$ cat src/hdl/tpt_pkg.sv
// Shared types, constants and fixed-point helpers for the thermopile temperature block.
package tpt_pkg;

  localparam int PIXEL_COUNT_DEF = 64;
  localparam int FRAC = 24;
  localparam int RAWQ_W = 17 + FRAC;

  localparam int MUL_W = 64;
  localparam int DIV_NW = 80;
  localparam int DIV_DW = 49;
  localparam int SQ_IW = 100;
  localparam int SQ_RW = SQ_IW / 2;
  localparam int K4_W = 56;
  localparam int K4_SHIFT = 2 * FRAC - 8;

  typedef logic signed [127:0] wide_t;

  localparam wide_t W48_MAX = (128'sd1 <<< 47) - 128'sd1;
  localparam wide_t W48_MIN = -(128'sd1 <<< 47);
  localparam wide_t W20_MAX = 128'sd524287;
  localparam wide_t W20_MIN = -128'sd524288;

  localparam logic signed [47:0] ONE_Q = 48'sd1 <<< FRAC;
  localparam logic signed [47:0] TWENTYFIVE_Q = 48'sd25 <<< FRAC;
  localparam logic signed [63:0] KELVIN_OFS =
    (64'sd27315 * (64'sd1 <<< FRAC) + 64'sd50) / 64'sd100;
  localparam wide_t KELVIN_Q8 = (128'sd27315 * 128'sd256 + 128'sd50) / 128'sd100;
  localparam logic [K4_W-1:0] K4_MAX = '1;

  typedef struct packed {
    logic             start;
    logic             neg;
    logic [MUL_W-1:0] a;
    logic [MUL_W-1:0] b;
  } mul_req_t;

  typedef struct packed {
    logic              start;
    logic              neg;
    logic [DIV_NW-1:0] num;
    logic [DIV_DW-1:0] den;
  } div_req_t;

  typedef struct packed {
    logic             start;
    logic [SQ_IW-1:0] arg;
  } sq_req_t;

  function automatic logic signed [47:0] sat48(input wide_t v);
    if (v > W48_MAX) return W48_MAX[47:0];
    else if (v < W48_MIN) return W48_MIN[47:0];
    else return v[47:0];
  endfunction

  function automatic logic signed [19:0] sat20(input wide_t v);
    if (v > W20_MAX) return W20_MAX[19:0];
    else if (v < W20_MIN) return W20_MIN[19:0];
    else return v[19:0];
  endfunction

  // Product of two Q.F values back to Q.F: floor, then clamp.
  function automatic logic signed [47:0] mulq(input wide_t p);
    return sat48(p >>> FRAC);
  endfunction

  function automatic logic [63:0] mag64(input logic signed [63:0] v);
    logic signed [63:0] n;
    n = -v;
    return v[63] ? n : v;
  endfunction

endpackage

$ cat src/hdl/tpt_sqrt.sv
// Digit-by-digit integer square root, one root bit per cycle, floored.
module tpt_sqrt
  import tpt_pkg::*;
(
  input  logic             clk,
  input  logic             rst,
  input  sq_req_t          req,
  output logic             done,
  output logic [SQ_RW-1:0] root
);

  localparam int CW = $clog2(SQ_RW);
  localparam int RW = SQ_RW + 2;

  logic [SQ_IW-1:0] arg;
  logic [RW-1:0]    rem;
  logic [CW-1:0]    cnt;
  logic             busy;
  logic [RW+1:0]    r_sh;
  logic [RW+1:0]    trial;
  logic [RW+2:0]    diff;
  logic             ge;

  assign r_sh = {rem, arg[SQ_IW-1 -: 2]};
  assign trial = {2'b0, root, 2'b01};
  assign diff = {1'b0, r_sh} - {1'b0, trial};
  assign ge = !diff[RW+2];

  always_ff @(posedge clk) begin
    if (rst) begin
      busy <= 1'b0;
      done <= 1'b0;
    end else begin
      done <= 1'b0;
      if (req.start) begin
        arg <= req.arg;
        rem <= '0;
        root <= '0;
        cnt <= '0;
        busy <= 1'b1;
      end else if (busy) begin
        rem <= ge ? diff[RW-1:0] : r_sh[RW-1:0];
        root <= {root[SQ_RW-2:0], ge};
        arg <= arg << 2;
        cnt <= cnt + 1'b1;
        if (cnt == CW'(SQ_RW - 1)) begin
          busy <= 1'b0;
          done <= 1'b1;
        end
      end
    end
  end

endmodule

$ cat config.mk
export PLATFORM = sky130hd
export DESIGN_NAME = tpt_sqrt
export DESIGN_NICKNAME = d
export VERILOG_FILES = /design/src/hdl/tpt_pkg.sv /design/src/hdl/tpt_sqrt.sv
export SDC_FILE = /design/constraint.sdc
export NUM_CORES = 1
export LEC_CHECK = 0
export ABC_AREA = 0
export BUFFER_PORTS_ARGS = -buffer_cell sky130_fd_sc_hd__buf_2
export CAP_MARGIN = 20
export CELL_PAD_IN_SITES_DETAIL_PLACEMENT = 0
export CELL_PAD_IN_SITES_GLOBAL_PLACEMENT = 2
export CORE_MARGIN = 2
export CORE_UTILIZATION = 43
export CTS_BUF_LIST = sky130_fd_sc_hd__clkbuf_4
export DETAILED_ROUTE_END_ITERATION = 10
export PLACE_DENSITY = 0.95
export SLEW_MARGIN = 20
export SYNTH_ARGS = -nofsm -noshare
export SYNTH_HDL_FRONTEND = slang
export SYNTH_SLANG_ARGS = --single-unit
export TNS_END_PERCENT = 100
$ cat constraint.sdc
create_clock -name clk -period 32.3 [get_ports clk]
set_clock_uncertainty 0.2 [all_clocks]
set_input_delay 4.845 -clock clk [delete_from_list [all_inputs] [get_ports clk]]
set_output_delay 4.845 -clock clk [all_outputs]
set_load 0.05 [all_outputs]
### Word-level counts from Yosys, hierarchy flattened

Index checks and enable logic that the tools add are counted.
Widths: inputs -> output; s select.

* register bits: 210
* input port bits: 103
* logic and storage cells: 25

* add/sub/neg operators: 2
* eq/ne operators: 1
* mux-type cells: 10
* bitwise logic cells: 2
* reductions and logical operators: 4

Operators by type and width (number)
* $mux 100: 2
* $mux 52: 2
* $sub 54x52->55: 1
* $mux 50: 1
* $add 6x1->6 const B: 1
* $eq 6x6->1 const B: 1
* $mux 6: 1
* $mux 1: 4
* $reduce_or 3->1: 1
* $not 1->1: 2
* $reduce_and 2->1: 1
* $reduce_bool 2->1: 1
* $logic_not 1->1: 1

### Logic depth before layout (Yosys ltp)

* depth in word-level cells: 4
* mapped depth: 14

### Worst setup path after synthesis

No wires, ideal clock.

* kind: input to register
* start point: input req[100] (netlist name)
* end point: register busy
* data arrival time: 14.792 ns
* data required time: 31.983 ns
* setup slack: 17.192 ns
* stages: 5
* buffers on the path: 2
* cell sequence: clkbuf_1 > clkbuf_1 > nor2_1 > nor2_1 > and2_1

* word-level cells in the longest chain between the ends: 1

RTL lines
* from (decl): RTL line tpt_sqrt.sv:7 `input sq_req_t req,`
* $mux 1: RTL line tpt_sqrt.sv:35 `if (req.start) begin`
* to (signal assigned): RTL line tpt_sqrt.sv:31 `busy <= 1'b0;`
* to (signal assigned): RTL line tpt_sqrt.sv:40 `busy <= 1'b1;`
* to (signal assigned): RTL line tpt_sqrt.sv:47 `busy <= 1'b0;`
* to (decl): RTL line tpt_sqrt.sv:18 `logic busy;`

No other way between the ends.
A chain may end at the register's enable or synchronous reset.

### Worst setup path after layout

* start point: input req[100] (netlist name)
* end point: register rem[32] (enable)

* word-level cells in the longest chain between the ends: 2

RTL lines
* $reduce_bool 2->1 (no line)
* $reduce_and 2->1 (no line)
* to (signal assigned): RTL line tpt_sqrt.sv:42 `rem <= ge ? diff[RW-1:0] : r_sh[RW-1:0];`
* to (decl): RTL line tpt_sqrt.sv:16 `logic [RW-1:0] rem;`

No other way between the ends.

==> summary.txt <==
Synthesis
  • Cell with the most instances after synthesis: edfxtp_1
  • Yosys top cell by area: edfxtp_1
  • Synth top area cells: edfxtp_1, mux2_2, ha_1
  • Count of cell types in the netlist: 72
  • Yosys warnings: 0
  • Syn Area/Cell: 11.1 um^2
  • Post-Syn Area: 11800 um^2
  • Share of the synthesized area in the top cell type: 0.529
  • Cell count after synthesis: roughly 1100
  • Post-synth EDFFs: 208
  • Synth cell count leaders: edfxtp_1, nand2_1, nor2_1
  • Async set or reset register ratio after synthesis: 0
  • #FFs+latches synth: 210
  • Register area share after synthesis: 0.532
  • Ys flop type: edfxtp_1
  • Mapped Nets: 1216

Setup path
  • Max incr delay on CP: roughly 740 ps
  • R2R Setup Slk: 28140 ps
  • Critical Path Fanout Max: 138
  • Worst path slowest cell: buf_6
  • Worst setup SP type: input port
  • Critical path class: in -> reg
  • Worst path cell trace: buf_6 -> nor2_1 -> nor2_4 -> buf_12 -> buf_16
  • R2R depth: 11
  • Reg2reg start: rem[19]
  • Arr. time, crit path: 7030 ps
  • CP Buf/Inv Count: 3
  • Worst R2R End: rem[49]
  • CP endpoint kind: register
  • Crit path max-delay family: buffers and inverters
  • Required time worst endpoint: 32410 ps

Final layout
  • Fin area: 13600 um^2
  • Layout Nets: 1380
  • Fraction of layout cells with a size suffix above 1: 0.296
  • P&R area growth vs syn: 14.9%

STA
  • Tmin final: 6920 ps
  • Worst Tran Pin Value: 1060 ps
  • Fmax: 145 MHz
  • Final setup fails: 0
  • Tcrit/Tclk final: 0.214
  • Hold Fails Final Rpt: 0
  • RSZ-0062 raised after global routing: no
  • Final setup TNS: 0 ps
  • Final-report max-slew violation count: 0
  • Max-slew headroom: 0.293

Placed design
  • Port-buffer cells: 153
  • GPL Wtd Cong: 0.832
  • Post-DP Area: 12800 um^2
  • DP HPWL: about 18000 um

Global route
  • Initial antenna violation count: 4
  • Total gr overflow: 0
  • Met2 global-route usage: 0.285
  • GR Util met1: 0.238
  • Global-route wire length before repair: 42600 um
  • Total track usage: 0.183
  • Number of global-route vias before repair: 8516
  • GRT Max-Usage Layer: met2
  • Largest net degree at the start of global routing: 210
  • M3 GR Usage: 0.0704

Clock tree
  • Reg clk slew, reported paths: approximately 60 ps
  • CTS resizes: 0
  • Max Buffers Root-to-Sink: 3
  • CTS tree: built
  • CTS sink count: 210
  • Post-CTS setup buffers: 0
  • Total CTS buffers: 59
  • Number of H-tree levels: 2
  • Clock root cell: clkbuf_4
  • CTS hold repair buffers: 0
  • Worst-Skew Late Latency: 690 ps

Route
  • Starting DRT DRC Count: between 500 and 600
  • Routed Antenna Nets: 0
  • DR DRC count: 0
  • DR pass1 iterations: 5
  • Routed WL: 26300 um
  • Drt wl/cell: ~16 um
  • Vias: 8466
  • Via density: 5.26

Floorplan
  • Die area: a little under 30000 um^2
  • Initial core utilization: 0.438
  • Die W: between 150 and 200 um
  • Die height: 170 um
  • IO Pins: 154
  • CORE AREA: 27000 um^2
  • FP Rows: 60

Flow run
  • Max-Cap Viols: 0

Power and ir drop
  • Worst vdd ir: 0.0407 mV
  • Leakage: 0.00542 uW
  • Power Dens Cells: 56.3 nW/um^2
  • Final Power: 765 uW

Worst hold path
  • WHS Path Cells: 1
  • Worst Hold Launch: busy
  • Hold EP: done
  • HP Class: reg -> reg

Run status
  • Run status: complete, no violations
worst max path at each step:
| stage | cells past startpoint | slack [ps] | endpoint | startpoint |
|---|---|---|---|---|
| 6_report | 5 | 25380 | rem[32] | req[100] |
| 4_1_cts | 4 | 25540 | arg[14] | req[100] |
| 5_1_grt | 5 | 25240 | root[31] | req[100] |
| 3_5_place_dp | 4 | 24780 | root[17] | req[100] |
| 3_3_place_gp | 4 | 24800 | rem[19] | req[100] |
| 2_1_floorplan | 5 | 17190 | busy | req[100] |
where the power goes:
group,internal [uW],total (uW),switching [uW]
logic,70.9,184,113
registers,328,337,9.06
clock network,127,244,116
layout by cell type, fill, tap and decap left out, types with 18 or more instances in the layout:
cell	count
a21oi_1	98
nor2_1	110
nand4_1	18
inv_1	64
edfxtp_1	208
clkbuf_4	90
xnor2_1	30
mux2_2	98
nand2_1	116
ha_1	53
buf_2	152
o21ai_0	28
layer usage:
| layer | up-vias | share of wire |
|---|---|---|
| met3 | 31 | 0.088 |
| li1 | 4229 | - |
| met1 | 3964 | 0.45 |
| met2 | 236 | 0.44 |
| met4 | 6 | 0.015 |
| met5 | - | 0.0012 |
area by class of cell:
cell class / count / area, um^2
Antenna cell: 1 / 2.50
Clock buffer: 90 / 676
Clock inverter: 16 / 73.8
Fill cell: 2499 / 13400
Inverter: 64 / 240
Multi-Input combinational cell: 731 / 5020
Sequential cell: 210 / 6290
Tap cell: 341 / 427
Timing Repair Buffer: 158 / 842
metrics by stage:
stage / utilization / setup slack, ps / instances / hold WS, ps
after floorplan: - / 17190 / 1060 / 254
after global placement: 0.475 / 24800 / 1503 / 264
after detailed placement: 0.475 / 24780 / 1503 / 270
after CTS: 0.502 / 25540 / 1609 / 276
after global routing: 0.503 / 25240 / 1611 / 307
final: 0.503 / 25380 / 1611 / 276
cell families after synthesis:
family / Yosys count / synth area share
AO/OA/AOI/OAI: 218 / 0.117
XOR/XNOR: 46 / 0.0341
adder cells (fa/ha/maj): 53 / 0.0562
buffers and inverters: 119 / 0.0438
flip-flops: 210 / 0.532
multiplexers: 99 / 0.0943
AND/OR/NAND/NOR: 315 / 0.122
sequential cells by signal, indices dropped and copies added (netlist names):
signal  cells
done        1
arg       100
rem        52
cnt         6
busy        1
root       50
Power figures use the tool's default switching activity.
