$ cat src/hdl/tpt_pkg.sv
// Shared types, constants and fixed-point helpers for the thermopile temperature block.
package tpt_pkg;

  localparam int PIXEL_COUNT_DEF = 64;
  localparam int FRAC = 24;
  localparam int RAWQ_W = 17 + FRAC;

  localparam int MUL_W = 64;
  localparam int DIV_NW = 80;
  localparam int DIV_DW = 49;
  localparam int SQ_IW = 100;
  localparam int SQ_RW = SQ_IW / 2;
  localparam int K4_W = 56;
  localparam int K4_SHIFT = 2 * FRAC - 8;

  typedef logic signed [127:0] wide_t;

  localparam wide_t W48_MAX = (128'sd1 <<< 47) - 128'sd1;
  localparam wide_t W48_MIN = -(128'sd1 <<< 47);
  localparam wide_t W20_MAX = 128'sd524287;
  localparam wide_t W20_MIN = -128'sd524288;

  localparam logic signed [47:0] ONE_Q = 48'sd1 <<< FRAC;
  localparam logic signed [47:0] TWENTYFIVE_Q = 48'sd25 <<< FRAC;
  localparam logic signed [63:0] KELVIN_OFS =
    (64'sd27315 * (64'sd1 <<< FRAC) + 64'sd50) / 64'sd100;
  localparam wide_t KELVIN_Q8 = (128'sd27315 * 128'sd256 + 128'sd50) / 128'sd100;
  localparam logic [K4_W-1:0] K4_MAX = '1;

  typedef struct packed {
    logic             start;
    logic             neg;
    logic [MUL_W-1:0] a;
    logic [MUL_W-1:0] b;
  } mul_req_t;

  typedef struct packed {
    logic              start;
    logic              neg;
    logic [DIV_NW-1:0] num;
    logic [DIV_DW-1:0] den;
  } div_req_t;

  typedef struct packed {
    logic             start;
    logic [SQ_IW-1:0] arg;
  } sq_req_t;

  function automatic logic signed [47:0] sat48(input wide_t v);
    if (v > W48_MAX) return W48_MAX[47:0];
    else if (v < W48_MIN) return W48_MIN[47:0];
    else return v[47:0];
  endfunction

  function automatic logic signed [19:0] sat20(input wide_t v);
    if (v > W20_MAX) return W20_MAX[19:0];
    else if (v < W20_MIN) return W20_MIN[19:0];
    else return v[19:0];
  endfunction

  // Product of two Q.F values back to Q.F: floor, then clamp.
  function automatic logic signed [47:0] mulq(input wide_t p);
    return sat48(p >>> FRAC);
  endfunction

  function automatic logic [63:0] mag64(input logic signed [63:0] v);
    logic signed [63:0] n;
    n = -v;
    return v[63] ? n : v;
  endfunction

endpackage

$ cat src/hdl/tpt_mul.sv
// Sequential 64 x 64 magnitude multiplier, one 64 x 16 partial product per cycle.
module tpt_mul
  import tpt_pkg::*;
(
  input  logic     clk,
  input  logic     rst,
  input  mul_req_t req,
  output logic     done,
  output wide_t    prod
);

  logic [MUL_W-1:0] a;
  logic [MUL_W-1:0] b;
  logic             neg;
  logic [127:0]     acc;
  logic [1:0]       cnt;
  logic             busy;
  logic [79:0]      pp;

  assign pp = a * b[15:0];
  assign prod = neg ? wide_t'(-acc) : wide_t'(acc);

  always_ff @(posedge clk) begin
    if (rst) begin
      busy <= 1'b0;
      done <= 1'b0;
    end else begin
      done <= 1'b0;
      if (req.start) begin
        a <= req.a;
        b <= req.b;
        neg <= req.neg;
        acc <= '0;
        cnt <= '0;
        busy <= 1'b1;
      end else if (busy) begin
        acc <= acc + ({48'b0, pp} << {cnt, 4'b0});
        b <= b >> 16;
        cnt <= cnt + 2'd1;
        if (cnt == 2'd3) begin
          busy <= 1'b0;
          done <= 1'b1;
        end
      end
    end
  end

endmodule

$ cat config.mk
export PLATFORM = sky130hd
export DESIGN_NAME = tpt_mul
export DESIGN_NICKNAME = d
export VERILOG_FILES = /design/src/hdl/tpt_pkg.sv /design/src/hdl/tpt_mul.sv
export SDC_FILE = /design/constraint.sdc
export NUM_CORES = 2
export LEC_CHECK = 0
export BUFFER_PORTS_ARGS = -buffer_cell sky130_fd_sc_hd__buf_2
export CORE_ASPECT_RATIO = 2
export CORE_MARGIN = 1.5
export CORE_UTILIZATION = 60
export CTS_BUF_LIST = sky130_fd_sc_hd__clkbuf_4
export CTS_CLUSTER_SIZE = 8
export DETAILED_ROUTE_END_ITERATION = 12
export PLACE_DENSITY = 0.78
export SYNTH_ARGS = -nofsm -noshare
export SYNTH_HDL_FRONTEND = slang
export SYNTH_SLANG_ARGS = --single-unit
export TNS_END_PERCENT = 10
$ cat constraint.sdc
create_clock -name clk -period 12.56 [get_ports clk]
set_input_delay 1.884 -clock clk [delete_from_list [all_inputs] [get_ports clk]]
set_output_delay 1.884 -clock clk [all_outputs]
set_load 0.05 [all_outputs]
; After elaboration in Yosys (flattened, before gate mapping)
; Index checks and enable logic that the tools add are counted.
[op_classes]
addsub = 3
n_mul = 1
eq_ne = 1
shifts = 1
muxes = 9
n_bitwise = 2
reduce_logical = 4
[ops]
columns = cell, count
row1 = $mux 128, 2
row2 = $add 128x128->128, 1
row3 = $mux 64, 2
row4 = $neg 128->128, 1
row5 = $shl 80x6->128, 1
row6 = $mul 64x16->80, 1
row7 = $mux 1, 4
row8 = $reduce_and 2->1, 2
row9 = $reduce_or 3->1, 1
row10 = $add 2x1->2 const B, 1
row11 = $eq 2x2->1 const B, 1
row12 = $mux 2, 1
row13 = $not 1->1, 2
row14 = $reduce_bool 2->1, 1
[totals]
register_bits = 261
in_bits = 132
output_inout_bits = 129
elab_cells = 28

; Depth between registers and ports, before layout
[logic_depth]
word_depth = 4
depth_mapped = 42

; Worst setup path after synthesis
; Ideal clock, no wire load.
[synth_path]
path_kind = input port to flip-flop
startpoint = input port req[129] (netlist bit)
endpoint = register acc[0], enable pin
t_arrival_ns = 10.557
path_slack_ns = 1.252
path_stages = 4
path_buffers = 2
cell_sequence = clkbuf_1 -> clkbuf_1 -> nor2_1 -> nor2_1
[synth_via]
elab_chain_len = 2
[synth_rtl]
columns = element, line_no
row1 = start: declaration, tpt_mul.sv:7  ; input mul_req_t req,
row2 = $reduce_bool 2->1 (no line), n/a
row3 = $reduce_and 2->1 (no line), n/a
row4 = end signal: assignment, tpt_mul.sv:37  ; acc <= acc + ({48'b0, pp} << {cnt, 4'b0});
row5 = end: declaration, tpt_mul.sv:15  ; logic [127:0] acc;
; Every way passes these cells.
; A chain may end at the register's enable or synchronous reset.

; Worst setup path in the final report
[layout_path]
startpoint = register b[5]
endpoint = register acc[127] (data pin)
[layout_via]
elab_chain_len = 4
[layout_rtl]
columns = element, line_no
row1 = start: declaration, tpt_mul.sv:13  ; logic [MUL_W-1:0] b;
row2 = start signal: assignment, tpt_mul.sv:31  ; b <= req.b;
row3 = start signal: assignment, tpt_mul.sv:38  ; b <= b >> 16;
row4 = $mul 64x16->80, tpt_mul.sv:20  ; assign pp = a * b[15:0];
row5 = $shl 80x6->128, tpt_mul.sv:37
row6 = $add 128x128->128, tpt_mul.sv:37
row7 = $mux 128, tpt_mul.sv:36  ; end else if (busy) begin
; Every way passes these cells. The select of a mux whose other input is x is not followed.

==> flow_summary.json <==
{
  "period_share": 0.968,
  "final_nets": 7609,
  "cts_buffers": 69,
  "hold_start": "busy$_SDFF_PP0_",
  "portBuffers": 260,
  "synthTopCellsByArea": "fa_1 32%, edfxtp_1 15%, nand2_1 7.0%",
  "hold_buffers": 0,
  "viasPerCell": 6.28,
  "crit_type": "reg2reg",
  "crit_required_ns": 13.30,
  "setup_violations": 0,
  "start_util": 0.607,
  "cts_tree": "done",
  "antenna_found_initial": 8,
  "rsz0062_at_grt": "false",
  "wirelength_um": 191000,
  "critPathSlowestCell": "edfxtp_1",
  "use_met1": 0.434,
  "synthArstFlopShare": 0,
  "cts.clk_slew.worst_paths_ns": 0.07,
  "die_w_um": 214,
  "grt_pass1_wl_um": 290000,
  "cp-start-kind": "flop",
  "area_growth_pct": 5.80,
  "remaining_drc_errors": 0,
  "relSlewSlack": 0.208,
  "first_pass_iters": 8,
  "yosysSeqAreaShare": 0.146,
  "outcome": "complete, no violations",
  "clockBufferDepth": 3,
  "clkLatencyLatePin_ns": 1.03,
  "antenna_left": 0,
  "cpPeakStageDelay_ns": 0.72,
  "synth.distinct_cells": 79,
  "yosys.area.top_type": "fa_1",
  "max-cap-violations": 0,
  "r2r-start": "b[5]$_DFFE_PP_",
  "clock_sinks": 261,
  "fmax_mhz": 82.3,
  "synth_edf_count": 259,
  "use_met2": 0.745,
  "maxSlewViolCount": 0,
  "grt_pass1_vias": 50600,
  "dpl.hpwl_um": 150000,
  "track_usage": 0.425,
  "gr-total-overflow": 0,
  "netlist_instances": 6262,
  "yosys_most_used_dff": "edfxtp_1",
  "synthDominantCellAreaShare": 0.324,
  "dieHeight_um": 426,
  "first_iter_violations": 4344,
  "fin_skew_ns": 0.0824,
  "nFillCells": 7745,
  "core_area_mm2": 0.0882,
  "gp_congestion": 1.04,
  "synth_seq_cells": 261,
  "min_period_ns": 12.15,
  "wl_per_cell_um": 25.2,
  "fin_setup_tns_ns": 0,
  "cts_root_buffer": "clkbuf_4",
  "ios": 261,
  "grt_most_used_layer": "met2",
  "vias": 47500,
  "hold_path_class": "reg2reg",
  "use_met3": 0.0742,
  "syn_area_mm2": 0.0536,
  "crit_fanout": 14,
  "yosysWarnings": 0,
  "grt_max_degree": 79,
  "hold_viol": 0,
  "htreeDepth": 3,
  "end_kind": "flop",
  "syn_area_per_cell_um2": 8.56,
  "critPathArrivalTime_ns": 12.90,
  "layout-drive-gt1-share": 0.0854,
  "rows": 154,
  "crit_path_frequent_cell": "fa_1",
  "critPathLaunch": "b[5]$_DFFE_PP_",
  "syn-num-nets": 7542,
  "dieArea_mm2": 0.0912,
  "worst_slew_pin_slew_ns": 1.19
}
## metal layers
layer | up-vias | share of wire
li1 | 20200 | -
met1 | 23400 | 0.31
met2 | 2848 | 0.51
met3 | 1018 | 0.080
met4 | 4 | 0.10
met5 | - | 0.00017
## cells in the mapped netlist, drive strengths merged, types with 32 or more instances
| cell | n |
|---|---|
| a21o | 115 |
| a21oi | 321 |
| a31oi | 32 |
| and2 | 391 |
| clkbuf | 324 |
| edfxtp | 259 |
| fa | 867 |
| ha | 281 |
| inv | 980 |
| mux2 | 64 |
| mux2i | 32 |
| nand2 | 993 |
| nand3 | 61 |
| nand4 | 87 |
| nor2 | 357 |
| nor3 | 60 |
| o21ai | 227 |
| o21bai | 64 |
| o31ai | 54 |
| or3 | 40 |
| xnor2 | 242 |
| xor2 | 71 |
## per-stage QoR
stage	hold slack, ns	setup WS (ns)	util	instances	area, µm²
after floorplan	0.444	1.25	-	6262	53600
after global placement	0.463	0.548	0.632	7427	55800
after detailed placement	0.463	0.532	0.632	7427	55800
after CTS	0.480	0.461	0.642	7553	56700
after global routing	0.502	0.0562	0.642	7559	56700
final	0.482	0.408	0.642	7561	56700
## what timing repair did
action	in CTS	in global routing
gates resized for setup	0	0
endpoints found under the hold margin	0	0
setup endpoints to repair	0	4
setup buffers	0	1
## kinds of logic (layout without fill, tap and decap cells)
logic type / count (synthesis) / in the layout / share of synthesized area
buffers and inverters: 1317 / 1439 / 0.0925
muxes: 98 / 98 / 0.0203
and+or+nand+nor: 2127 / 2127 / 0.185
DFF: 261 / 261 / 0.146
other: 0 / 7 / 0
AOI/OAI and AO/OA: 997 / 997 / 0.116
adders and majority gates: 1148 / 1148 / 0.390
xor gates and xnor gates: 314 / 314 / 0.0516
## critical path: cells and delay by family, from the launching register on
| family | cells | cell delay, ns |
|---|---|---|
| AO/OA/AOI/OAI | 19 | 4.91 |
| XOR/XNOR | 2 | 1.01 |
| AND/OR/NAND/NOR | 4 | 0.62 |
| flip-flops | 1 | 0.72 |
| adder cells (fa/ha/maj) | 8 | 3.82 |
| buffers and inverters | 7 | 0.83 |
## sequential cells by signal, indices dropped and copies added (netlist names)
register and cells:
a 64, acc 128, b 64, busy 1, cnt 2, done 1
neg 1
## cell type report
cell class / instances / area (µm²) / share of cell area
flip-flops and latches: 261 / 7820 / 0.138
diodes: 7 / 17.5 / 0.000309
multi-input cells: 4684 / 40800 / 0.720
clock buffers: 94 / 706 / 0.0124
well taps: 1170 / 1460 / 0.0258
inverters: 980 / 3680 / 0.0649
clock inverters: 32 / 189 / 0.00333
repair buffers: 333 / 2000 / 0.0352
## cell usage in the layout (no fill, tap or decap), types with 12 or more instances in the layout
cell	instances
inv_1	979
a221oi_1	13
a21boi_0	17
o21a_1	27
nor3_1	60
nand2b_1	15
o211ai_1	13
edfxtp_1	259
or2_2	15
o22ai_1	21
a21o_1	115
a31oi_1	32
nand4_1	86
nor2_1	354
a21oi_1	321
buf_2	259
or3_1	37
and2_1	390
xor2_1	71
o21ai_0	223
ha_1	281
mux2i_1	32
and3_1	20
nand3_1	61
xnor2_1	242
nand2_1	993
clkbuf_4	94
nor4_1	22
clkinv_1	14
or4_1	15
a211oi_1	12
buf_4	61
mux2_2	64
o21bai_1	64
nor2b_1	26
fa_1	867
o31ai_1	54
o41ai_1	22
## worst paths after layout
| path | endpoint | slack [ns] | depth (start not counted) |
|---|---|---|---|
| hold reg to reg | done$_SDFF_PP0_ | 0.48 | 1 |
| hold / removal | done$_SDFF_PP0_ | 0.48 | 1 |
| setup / recovery | acc[127]$_SDFFCE_PP0P_ | 0.41 | 40 |
| setup reg to reg | acc[127]$_SDFFCE_PP0P_ | 0.41 | 40 |
Power is not shown: default switching activity piles up to over one toggle a cycle in this logic, so the estimate is an artifact.
