`config.mk`:
```
export PLATFORM = sky130hd
export DESIGN_NAME = tpt_div
export DESIGN_NICKNAME = d
export VERILOG_FILES = /design/src/hdl/tpt_pkg.sv /design/src/hdl/tpt_div.sv
export SDC_FILE = /design/constraint.sdc
export NUM_CORES = 1
export LEC_CHECK = 0
export BUFFER_PORTS_ARGS = -buffer_cell sky130_fd_sc_hd__buf_2
export CAP_MARGIN = 25
export CORE_MARGIN = 1.5
export CORE_UTILIZATION = 51
export CTS_CLUSTER_SIZE = 20
export DETAILED_ROUTE_END_ITERATION = 6
export PLACE_DENSITY = 0.78
export SLEW_MARGIN = 40
export SYNTH_ARGS = -nofsm -noshare
export SYNTH_HDL_FRONTEND = slang
export SYNTH_SLANG_ARGS = --single-unit
```
`constraint.sdc`:
```
create_clock -name clk -period 7.2 [get_ports clk]
set_input_delay 0.36 -clock clk [delete_from_list [all_inputs] [get_ports clk]]
set_output_delay 0.36 -clock clk [all_outputs]
set_load 0.02 [all_outputs]
```
`src/hdl/tpt_pkg.sv`:
```
// Shared types, constants and fixed-point helpers for the thermopile temperature block.
package tpt_pkg;

  localparam int PIXEL_COUNT_DEF = 64;
  localparam int FRAC = 24;
  localparam int RAWQ_W = 17 + FRAC;

  localparam int MUL_W = 64;
  localparam int DIV_NW = 80;
  localparam int DIV_DW = 49;
  localparam int SQ_IW = 100;
  localparam int SQ_RW = SQ_IW / 2;
  localparam int K4_W = 56;
  localparam int K4_SHIFT = 2 * FRAC - 8;

  typedef logic signed [127:0] wide_t;

  localparam wide_t W48_MAX = (128'sd1 <<< 47) - 128'sd1;
  localparam wide_t W48_MIN = -(128'sd1 <<< 47);
  localparam wide_t W20_MAX = 128'sd524287;
  localparam wide_t W20_MIN = -128'sd524288;

  localparam logic signed [47:0] ONE_Q = 48'sd1 <<< FRAC;
  localparam logic signed [47:0] TWENTYFIVE_Q = 48'sd25 <<< FRAC;
  localparam logic signed [63:0] KELVIN_OFS =
    (64'sd27315 * (64'sd1 <<< FRAC) + 64'sd50) / 64'sd100;
  localparam wide_t KELVIN_Q8 = (128'sd27315 * 128'sd256 + 128'sd50) / 128'sd100;
  localparam logic [K4_W-1:0] K4_MAX = '1;

  typedef struct packed {
    logic             start;
    logic             neg;
    logic [MUL_W-1:0] a;
    logic [MUL_W-1:0] b;
  } mul_req_t;

  typedef struct packed {
    logic              start;
    logic              neg;
    logic [DIV_NW-1:0] num;
    logic [DIV_DW-1:0] den;
  } div_req_t;

  typedef struct packed {
    logic             start;
    logic [SQ_IW-1:0] arg;
  } sq_req_t;

  function automatic logic signed [47:0] sat48(input wide_t v);
    if (v > W48_MAX) return W48_MAX[47:0];
    else if (v < W48_MIN) return W48_MIN[47:0];
    else return v[47:0];
  endfunction

  function automatic logic signed [19:0] sat20(input wide_t v);
    if (v > W20_MAX) return W20_MAX[19:0];
    else if (v < W20_MIN) return W20_MIN[19:0];
    else return v[19:0];
  endfunction

  // Product of two Q.F values back to Q.F: floor, then clamp.
  function automatic logic signed [47:0] mulq(input wide_t p);
    return sat48(p >>> FRAC);
  endfunction

  function automatic logic [63:0] mag64(input logic signed [63:0] v);
    logic signed [63:0] n;
    n = -v;
    return v[63] ? n : v;
  endfunction

endpackage

```
`src/hdl/tpt_div.sv`:
```
// Restoring divider, one quotient bit per cycle, truncating toward zero.
module tpt_div
  import tpt_pkg::*;
(
  input  logic     clk,
  input  logic     rst,
  input  div_req_t req,
  output logic     done,
  output wide_t    quot
);

  localparam int CW = $clog2(DIV_NW);

  logic [DIV_NW-1:0] q;
  logic [DIV_DW-1:0] rem;
  logic [DIV_DW-1:0] den;
  logic              neg;
  logic [CW-1:0]     cnt;
  logic              busy;
  logic [DIV_DW:0]   rem_sh;
  logic [DIV_DW:0]   diff;
  logic              ge;

  assign rem_sh = {rem, q[DIV_NW-1]};
  assign diff = rem_sh - {1'b0, den};
  assign ge = !diff[DIV_DW];
  assign quot = neg ? -wide_t'(q) : wide_t'(q);

  always_ff @(posedge clk) begin
    if (rst) begin
      busy <= 1'b0;
      done <= 1'b0;
    end else begin
      done <= 1'b0;
      if (req.start) begin
        q <= req.num;
        den <= req.den;
        neg <= req.neg;
        rem <= '0;
        cnt <= '0;
        busy <= 1'b1;
      end else if (busy) begin
        rem <= ge ? diff[DIV_DW-1:0] : rem_sh[DIV_DW-1:0];
        q <= {q[DIV_NW-2:0], ge};
        cnt <= cnt + 1'b1;
        if (cnt == CW'(DIV_NW - 1)) begin
          busy <= 1'b0;
          done <= 1'b1;
        end
      end
    end
  end

endmodule

```
## Word level (Yosys, flattened, before mapping)

Index checks and enable logic that the tools add are counted.

| word-level totals | value |
|---|---|
| memories kept | 0 |
| register bits | 188 |
| word-level logic and storage cells | 28 |
| ROM bits | 0 |
| bits in latches | 0 |
| input port bits | 133 |
| output and inout port bits | 129 |
| bits in writable memories | 0 |

| cells by class | value |
|---|---|
| equal/unequal tests | 1 |
| divide/modulo/power cells | 0 |
| reduce and logical (&&, ||, !) cells | 5 |
| bitwise operators | 2 |
| order comparisons | 0 |
| add/sub/neg operators | 3 |
| multiply operators | 0 |
| shift operators | 0 |
| multiplexer cells | 10 |

Operators by type and width:

| cell | count |
|---|---|
| $mux 80 | 2 |
| $mux 128 | 1 |
| $neg 80->128 | 1 |
| $mux 49 | 2 |
| $sub 50x49->50 | 1 |
| $add 7x1->7 const B | 1 |
| $eq 7x7->1 const B | 1 |
| $mux 7 | 1 |
| $mux 1 | 4 |
| $reduce_and 2->1 | 2 |
| $reduce_or 3->1 | 1 |
| $not 1->1 | 2 |
| $reduce_bool 2->1 | 1 |
| $logic_not 1->1 | 1 |

## Logic depth before layout (Yosys ltp)

Gate-level depths: netlist (run 1).

| logic depth | value |
|---|---|
| depth in word-level cells | 4 |
| mapped depth | 13 |
| depth with buffers taken out | 12 |

## Worst setup path before layout (run 1)

OpenSTA, ideal clock, no wires.

| timing | value |
|---|---|
| kind | input to register |
| from | input port req[130] in the netlist's numbering |
| to | register cnt[0] (enable) |
| arrival | 6361 ps |
| buffers on the path | 1 |
| stages on the path | 3 |
| setup time | 634 ps |
| data required time | 6566 ps |
| slack | 205 ps |
| path through | clkbuf_1 -> nor2_1 -> nor2_1 |

| on the way | value |
|---|---|
| longest elaborated chain between the ends | 2 |

RTL lines:

| item | line | source |
|---|---|---|
| start: declaration | tpt_div.sv:7 | `input div_req_t req,` |
| $reduce_bool 2->1 (no line) | - |  |
| $reduce_and 2->1 (no line) | - |  |
| end signal: assignment | tpt_div.sv:45 | `cnt <= cnt + 1'b1;` |
| end: declaration | tpt_div.sv:18 | `logic [CW-1:0] cnt;` |

Every way passes these cells.
A chain may end at the register's enable or synchronous reset.

## Worst setup path after layout (run 1)

| timing | value |
|---|---|
| from | register q[54] |
| to | output port quot[79] |

| on the way | value |
|---|---|
| longest elaborated chain between the ends | 2 |

RTL lines:

| item | line | source |
|---|---|---|
| start: declaration | tpt_div.sv:14 | `logic [DIV_NW-1:0] q;` |
| start signal: assignment | tpt_div.sv:36 | `q <= req.num;` |
| start signal: assignment | tpt_div.sv:44 | `q <= {q[DIV_NW-2:0], ge};` |
| $neg 80->128 | tpt_div.sv:27 | `assign quot = neg ? -wide_t'(q) : wide_t'(q);` |
| $mux 128 | tpt_div.sv:27 |  |
| end: declaration | tpt_div.sv:9 | `output wide_t quot` |

Every way passes these cells.

==> results of run 1 <==
[cell usage in the layout (no fill, tap or decap), types with 10 or more instances in the layout]
cell       instances
buf_2            260
edfxtp_1         186
xnor2_1          107
mux2_2            80
nand2_1           79
nor2_1            72
a21oi_1           67
inv_1             66
o21ai_0           58
ha_1              51
mux2i_1           34
o21a_1            33
o31a_1            27
o31ai_1           24
nor3_1            22
nand4_1           20
a21o_1            19
nand3_1           18
clkbuf_16         17
xor2_1            16
nand2b_1          15
or3_1             15
o211ai_1          14
o41ai_1           14
or4_1             12
a31oi_1           10
[critical path: cells and delay by family (launching register included)]
kind                   cells  cell delay [ns]
buffers and inverters      1             0.23
AO/OA/AOI/OAI              1             0.30
XOR/XNOR                   1             0.21
AND/OR/NAND/NOR            7             2.75
flip-flops                 1             0.46
[registers in the layout, summed over array words and instances, names as in the netlist]
| name | flops |
|---|---|
| done | 1 |
| den | 49 |
| q | 80 |
| busy | 1 |
| cnt | 7 |
| rem | 49 |
| neg | 1 |
[cell families (layout without fill, tap and decap cells)]
logic type | after synthesis | count (layout) | share of synthesized area (%)
xor+xnor | 124 | 124 | 8.54
compound gates | 302 | 302 | 15.9
buf+inv | 135 | 368 | 4.07
flops | 188 | 188 | 44.3
simple gates | 305 | 305 | 12.3
other cells | 0 | 7 | 0
mux | 114 | 114 | 9.76
fa+ha+maj | 52 | 52 | 5.18
[worst min path at each step]
| stage | startpoint | to | slack [ns] | depth (start not counted) |
|---|---|---|---|---|
| floorplan | rst | done$_SDFF_PP0_ | 0.44 | 1 |
| global placement | busy$_SDFF_PP0_ | done$_SDFF_PP0_ | 0.47 | 1 |
| detailed placement | busy$_SDFF_PP0_ | done$_SDFF_PP0_ | 0.48 | 1 |
| CTS | req[14] | den[14]$_DFFE_PP_ | 0.08 | 1 |
| global route | req[14] | den[14]$_DFFE_PP_ | 0.07 | 1 |
| finish | req[19] | den[19]$_DFFE_PP_ | 0.09 | 1 |
[cells in the mapped netlist (all sizes together) (3+ instances only)]
| cell | n | area share, % |
|---|---|---|
| nor4 | 11 | 0.71 |
| nand4 | 20 | 0.98 |
| nand2 | 81 | 2.4 |
| mux2i | 34 | 2.7 |
| a31oi | 10 | 0.49 |
| ha | 51 | 5.0 |
| and3 | 8 | 0.39 |
| o31a | 27 | 1.9 |
| nor3 | 22 | 0.87 |
| o22ai | 4 | 0.20 |
| or4 | 14 | 0.89 |
| o41ai | 14 | 0.96 |
| inv | 66 | 1.9 |
| xor2 | 17 | 1.2 |
| buf | 9 | 0.34 |
| edfxtp | 186 | 44 |
| and4 | 3 | 0.21 |
| nand2b | 15 | 0.74 |
| a211oi | 9 | 0.53 |
| o31ai | 28 | 1.9 |
| mux2 | 80 | 7.1 |
| o21bai | 6 | 0.35 |
| or2 | 6 | 0.30 |
| and2 | 4 | 0.20 |
| nand3 | 19 | 0.85 |
| clkbuf | 60 | 1.8 |
| o21ai | 60 | 2.4 |
| xnor2 | 107 | 7.4 |
| o21a | 33 | 1.9 |
| or3 | 15 | 0.74 |
| a21o | 19 | 1.1 |
| o211ai | 14 | 0.83 |
| nor2b | 5 | 0.25 |
| nor2 | 75 | 2.3 |
| a21oi | 67 | 2.6 |
[stage by stage]
stage               worst slack [ns]  utilization, %  instance area [µm²]  power [µW]  std cells
floorplan                      0.205               -                12700        2210       1220
global placement                2.35            58.4                14300        2460       1743
detailed placement              2.79            58.6                14300        2500       1745
CTS                             2.40            61.0                14900        3460       1776
global route                    2.28            61.1                14900        3630       1783
finish                          2.44            61.2                14900        3450       1784
[layout make-up]
cell class	instances	share of cell area, %
inverter	66	1.66
timing repair buffer	271	9.54
antenna	7	0.117
tap	324	2.72
multi-input combinational	897	44.3
sequential	188	37.7
clock buffer	17	2.85
clock inverter	14	1.07
[routing by layer]
layer	track usage [%]	part of all wire, %
met1	30.4	42
met2	41.1	50
met3	4.08	5.6
met4	9.81	2.7
met5	0	0
[where the power goes]
| part | leakage, µW | total (µW) | internal [µW] | switching, µW |
|---|---|---|---|---|
| Clock | 0.000287 | 965 | 519 | 446 |
| Sequential | 0.00180 | 1390 | 1320 | 68.4 |
| Combinational | 0.00376 | 1090 | 456 | 636 |
==> flow_summary.yaml, run 1 <==
logic_synthesis:
  synthFlopType: "edfxtp_1"
  syn-cell-area_um2: 12700
  synth_cell_types: 60
  yosys_warnings: 0
  synthArstFlopShare_pct: 0
  synth_edf_count: 186
  synth_area_per_cell_um2: 10.4
  synth_nets: 1405
  ys_ff_latch: 188
  syn_inst: 1220
  seq_area_frac_synth_pct: 44.3
pwr:
  powerDensity_nw_per_um2: 231
  p_leak_uw: 0.00584
  ir_worst_vdd_uv: 138
clock_tree:
  insertion_delay_ns: 0.44
  hold_buffers: 0
  cts.sinks: 188
  clk_pin_slew_ns: 0.08
  cts_tree: "done"
  cts_buffer_depth: 2
  cts_resized: 0
  postCtsSetupRepairBufs: 0
  htreeDepth: 4
  ctsRootBufferMaster: "clkbuf_16"
  cts_made_buffers: 17
critical_path:
  cp_slowest_stage_delay_ns: 0.56
  worstSetupStartpointType: "flop"
  arrival_ns: 4.40
  cpMostUsedCell: "or4_4"
  r2r-start: "rem[3]$_SDFFCE_PP0P_"
  critical_path.slowest_cell: "or4_4"
  worstReg2RegEnd: "rem[1]$_SDFFCE_PP0P_"
  end_kind: "output port"
  crit_path_end: "quot[79]"
  r2r_slack_ns: 2.76
  crit_type: "reg2out"
  crit_fanout: 27
  worstSetupStartpoint: "q[54]$_DFFE_PP_"
  crit_required_ns: 6.84
  crit_chain: "or4_4, or4_1, or2_1, or4b_4, or4_4, nor2_4, nand3_4, o31ai_4, xnor2_1, buf_2"
  worstRegToRegCells: 11
die:
  die-area_um2: 25900
  initial_core_util_pct: 52.1
  die_h_um: 161
  core_region_area_um2: 24400
  die_w_um: 161
  fp-row-count: 57
  ios: 262
outcome:
  status: "complete, no violations"
placed_design:
  numPortBuffers: 261
  gp_congestion: 0.910
  place_hpwl_mm: 23.3
cells_and_area:
  multiInputGateArea_um2: 6610
  ff_latch_area_um2: 5630
  fillCellCount: 2045
  drive_gt1_share_pct: 27.9
  syn_to_final_growth_pct: 17.4
  finalNetCount: 1626
grt:
  antenna_found_initial: 6
  grt_overflow: 0
  grt_pass1_wl_mm: 49.5
  track_usage_pct: 24.1
  grt_pass1_vias: 9620
  grt_max_degree: 121
timing:
  setup-violations-final: 0
  setup_tns_ns: 0
  post-route-period-util_pct: 66.1
  rsz0062_at_grt: "false"
  tightest_slew_ns: 0.809
  period_needed_ns: 4.76
  relSlewSlack_pct: 45.4
  fin_hold_ws_ns: 0.0916
  final-hold-violation-count: 0
  finalClockSkew_ns: 0.0139
  maxSlewViolCount: 0
  max_freq_mhz: 210
drt:
  dr.pass1.iters: 5
  avgRoutedWirePerCell_um: 17.6
  vias: 10300
  ant_nets: 0
  drc: 0
  drt_iter0_drc: 700
  viasPerCell: 5.75
  routed_wirelength_mm: 31.4
job:
  cap_violations: 0
worst_hold_path:
  hold_path.class: "in2reg"
No activity file was read; power rests on OpenSTA's default activity.
==> inputs of run 2 (changes only) <==
- clock period: 7.2 -> 4 ns (I/O delays scaled with it)
==> flow_summary.yaml, run 2 (synthesized netlist as in run 1, its figures left out) <==
grt:
  grt_util_met3_pct: 4.00
  gr-usage-met2_pct: 42.7
  antenna_found_initial: 10
  grt_pass1_vias: 10100
  use_met1_pct: 30.6
  grt_max_degree: 129
  track_usage_pct: 24.9
  grt_busiest_layer: "met2"
  grt_pass1_wl_mm: 51.2
  grt_overflow: 0
drt:
  routed_wirelength_mm: 32.8
  vias: 10700
  dr.pass1.iters: 5
  viasPerCell: 5.74
  drt_iter0_drc: 663
  ant_nets: 0
  drc: 0
  avgRoutedWirePerCell_um: 17.6
cells_and_area:
  final_common_cell: "buf_2"
  drive_gt1_share_pct: 29.0
  reg_top3: "q (80), den (49), rem (49)"
  ff_latch_area_um2: 5630
  top_register: "q"
  final_cell_mix: "buf_2, edfxtp_1, xnor2_1, mux2_2, nand2_1"
  syn_to_final_growth_pct: 24.0
  finalNetCount: 1697
  fin_util_pct: 64.6
  multiInputGateArea_um2: 6760
  fillCellCount: 1965
  largest_reg_flops: 80
job:
  cap_violations: 0
die:
  ios: 262
  die_w_um: 161
  die_h_um: 161
  die-area_um2: 25900
  initial_core_util_pct: 52.1
  core_region_area_um2: 24400
  fp-row-count: 57
worst_hold_path:
  hold_path.class: "in2reg"
clock_tree:
  clk_pin_slew_ns: 0.07
  cts_made_buffers: 17
  ctsRootBufferMaster: "clkbuf_16"
  cts_buffer_depth: 2
  cts_tree: "done"
  insertion_delay_ns: 0.44
  htreeDepth: 4
  cts.sinks: 188
critical_path:
  arrival_ns: 3.92
  crit_chain: "or4_4, or4_1, or2_1, or4b_4, or4_4, nor2_4, nand3_4, o31ai_4, xnor2_1, buf_4"
  end_kind: "output port"
  worstSetupStartpointType: "flop"
  crit_fanout: 6
  cp_slowest_stage_delay_ns: 0.54
  crit_required_ns: 3.80
  cpMostUsedCell: "or4_4"
  critical_path.slowest_cell: "or4b_4"
  crit_type: "reg2out"
timing:
  worst_slack_ns: -0.118
  rsz0062_at_grt: "true"
  maxSlewViolCount: 0
  setup-violations-final: 29
  final-hold-violation-count: 0
  relSlewSlack_pct: 43.1
  finalClockSkew_ns: 0.0174
  tightest_slew_ns: 0.842
  post-route-period-util_pct: 103
  period_needed_ns: 4.12
  max_freq_mhz: 243
placed_design:
  gp_congestion: 0.893
  pre_cts_slack_ns: 0.206
  place_hpwl_mm: 23.3
  numPortBuffers: 261
pwr:
  p_leak_uw: 0.00621
  ir_worst_vdd_uv: 280
  powerDensity_nw_per_um2: 394
outcome:
  violations: "negative setup slack"
  status: "complete, but fails checks"
-- run 2: changes by cell type in the layout (fill, tap and decap cells not counted), moves of 3 or more --
| cell | change |
|---|---|
| dlygate4sd3_1 | +50 |
| buf_4 | +30 |
| buf_2 | -12 |
| buf_12 | +5 |
| buf_8 | -3 |
| clkinvlp_4 | +3 |
| diode_2 | +3 |
| inv_8 | -3 |
| o21ai_0 | -3 |
| xnor2_1 | -3 |
| xnor2_2 | +3 |
-- run 2: path summary, 6_finish.rpt --
kind | from | to | slack, ns | cells after the start
min | rst | done$_SDFF_PP0_ | 0.02 | 2
max reg2reg | rem[2]$_SDFFCE_PP0P_ | rem[23]$_SDFFCE_PP0P_ | 0.21 | 11
max | q[52]$_DFFE_PP_ | quot[79] | -0.12 | 10
min reg2reg | busy$_SDFF_PP0_ | done$_SDFF_PP0_ | 0.48 | 1
-- run 2: through the flow --
step	area [µm²]	instances	total power, µW	setup TNS (ns)	hold slack [ns]
3_3_place_gp	14400	1755	4480	0	0.376
4_1_cts	15600	1845	6210	-2.11	0.0203
2_1_floorplan	12700	1220	3960	0	0.279
3_5_place_dp	14400	1755	4520	0	0.378
5_1_grt	15800	1858	6520	-6.28	0.0274
6_report	15800	1858	6210	-2.43	0.0225
-- run 2: worst max-delay path, delay by kind of cell, from the launching register on --
| kind | cells | cell delay (ns) |
|---|---|---|
| buffers and inverters | 1 | 0.18 |
| DFF | 1 | 0.49 |
| AOI/OAI and AO/OA | 1 | 0.22 |
| and+or+nand+nor | 7 | 2.44 |
| xor gates and xnor gates | 1 | 0.14 |
-- run 2: where the power goes --
part           switching, µW  internal, µW  total [µW]
registers                129          2390        2510
logic                   1170           889        2060
clock network            774           859        1630
total                   2080          4130        6210
-- run 2: final cells by class --
class                   instances  share of cell area, %
clock inverters                13                  0.746
repair buffers                342                   13.7
clock buffers                  18                   2.72
well taps                     324                   2.57
flip-flops and latches        188                   35.7
diodes                         10                  0.159
inverters                      66                   1.57
multi-input cells             897                   42.9
-- run 2: timing repair --
action / in CTS / in global routing
pin swaps: 7 / 12
resized for setup: 20 / 27
setup buffers: 9 / 3
setup endpoints to repair: 36 / 72
hold buffers: 50 / 0
endpoints found under the hold margin: 50 / 0
-- run 2: per-layer routing --
metal	vias up	share of wire [%]	routed length, µm
li1	5130	-	-
met1	5029	41	13400
met2	431	49	16000
met3	77	6.0	1980
met4	0	4.1	1350
met5	-	0	0
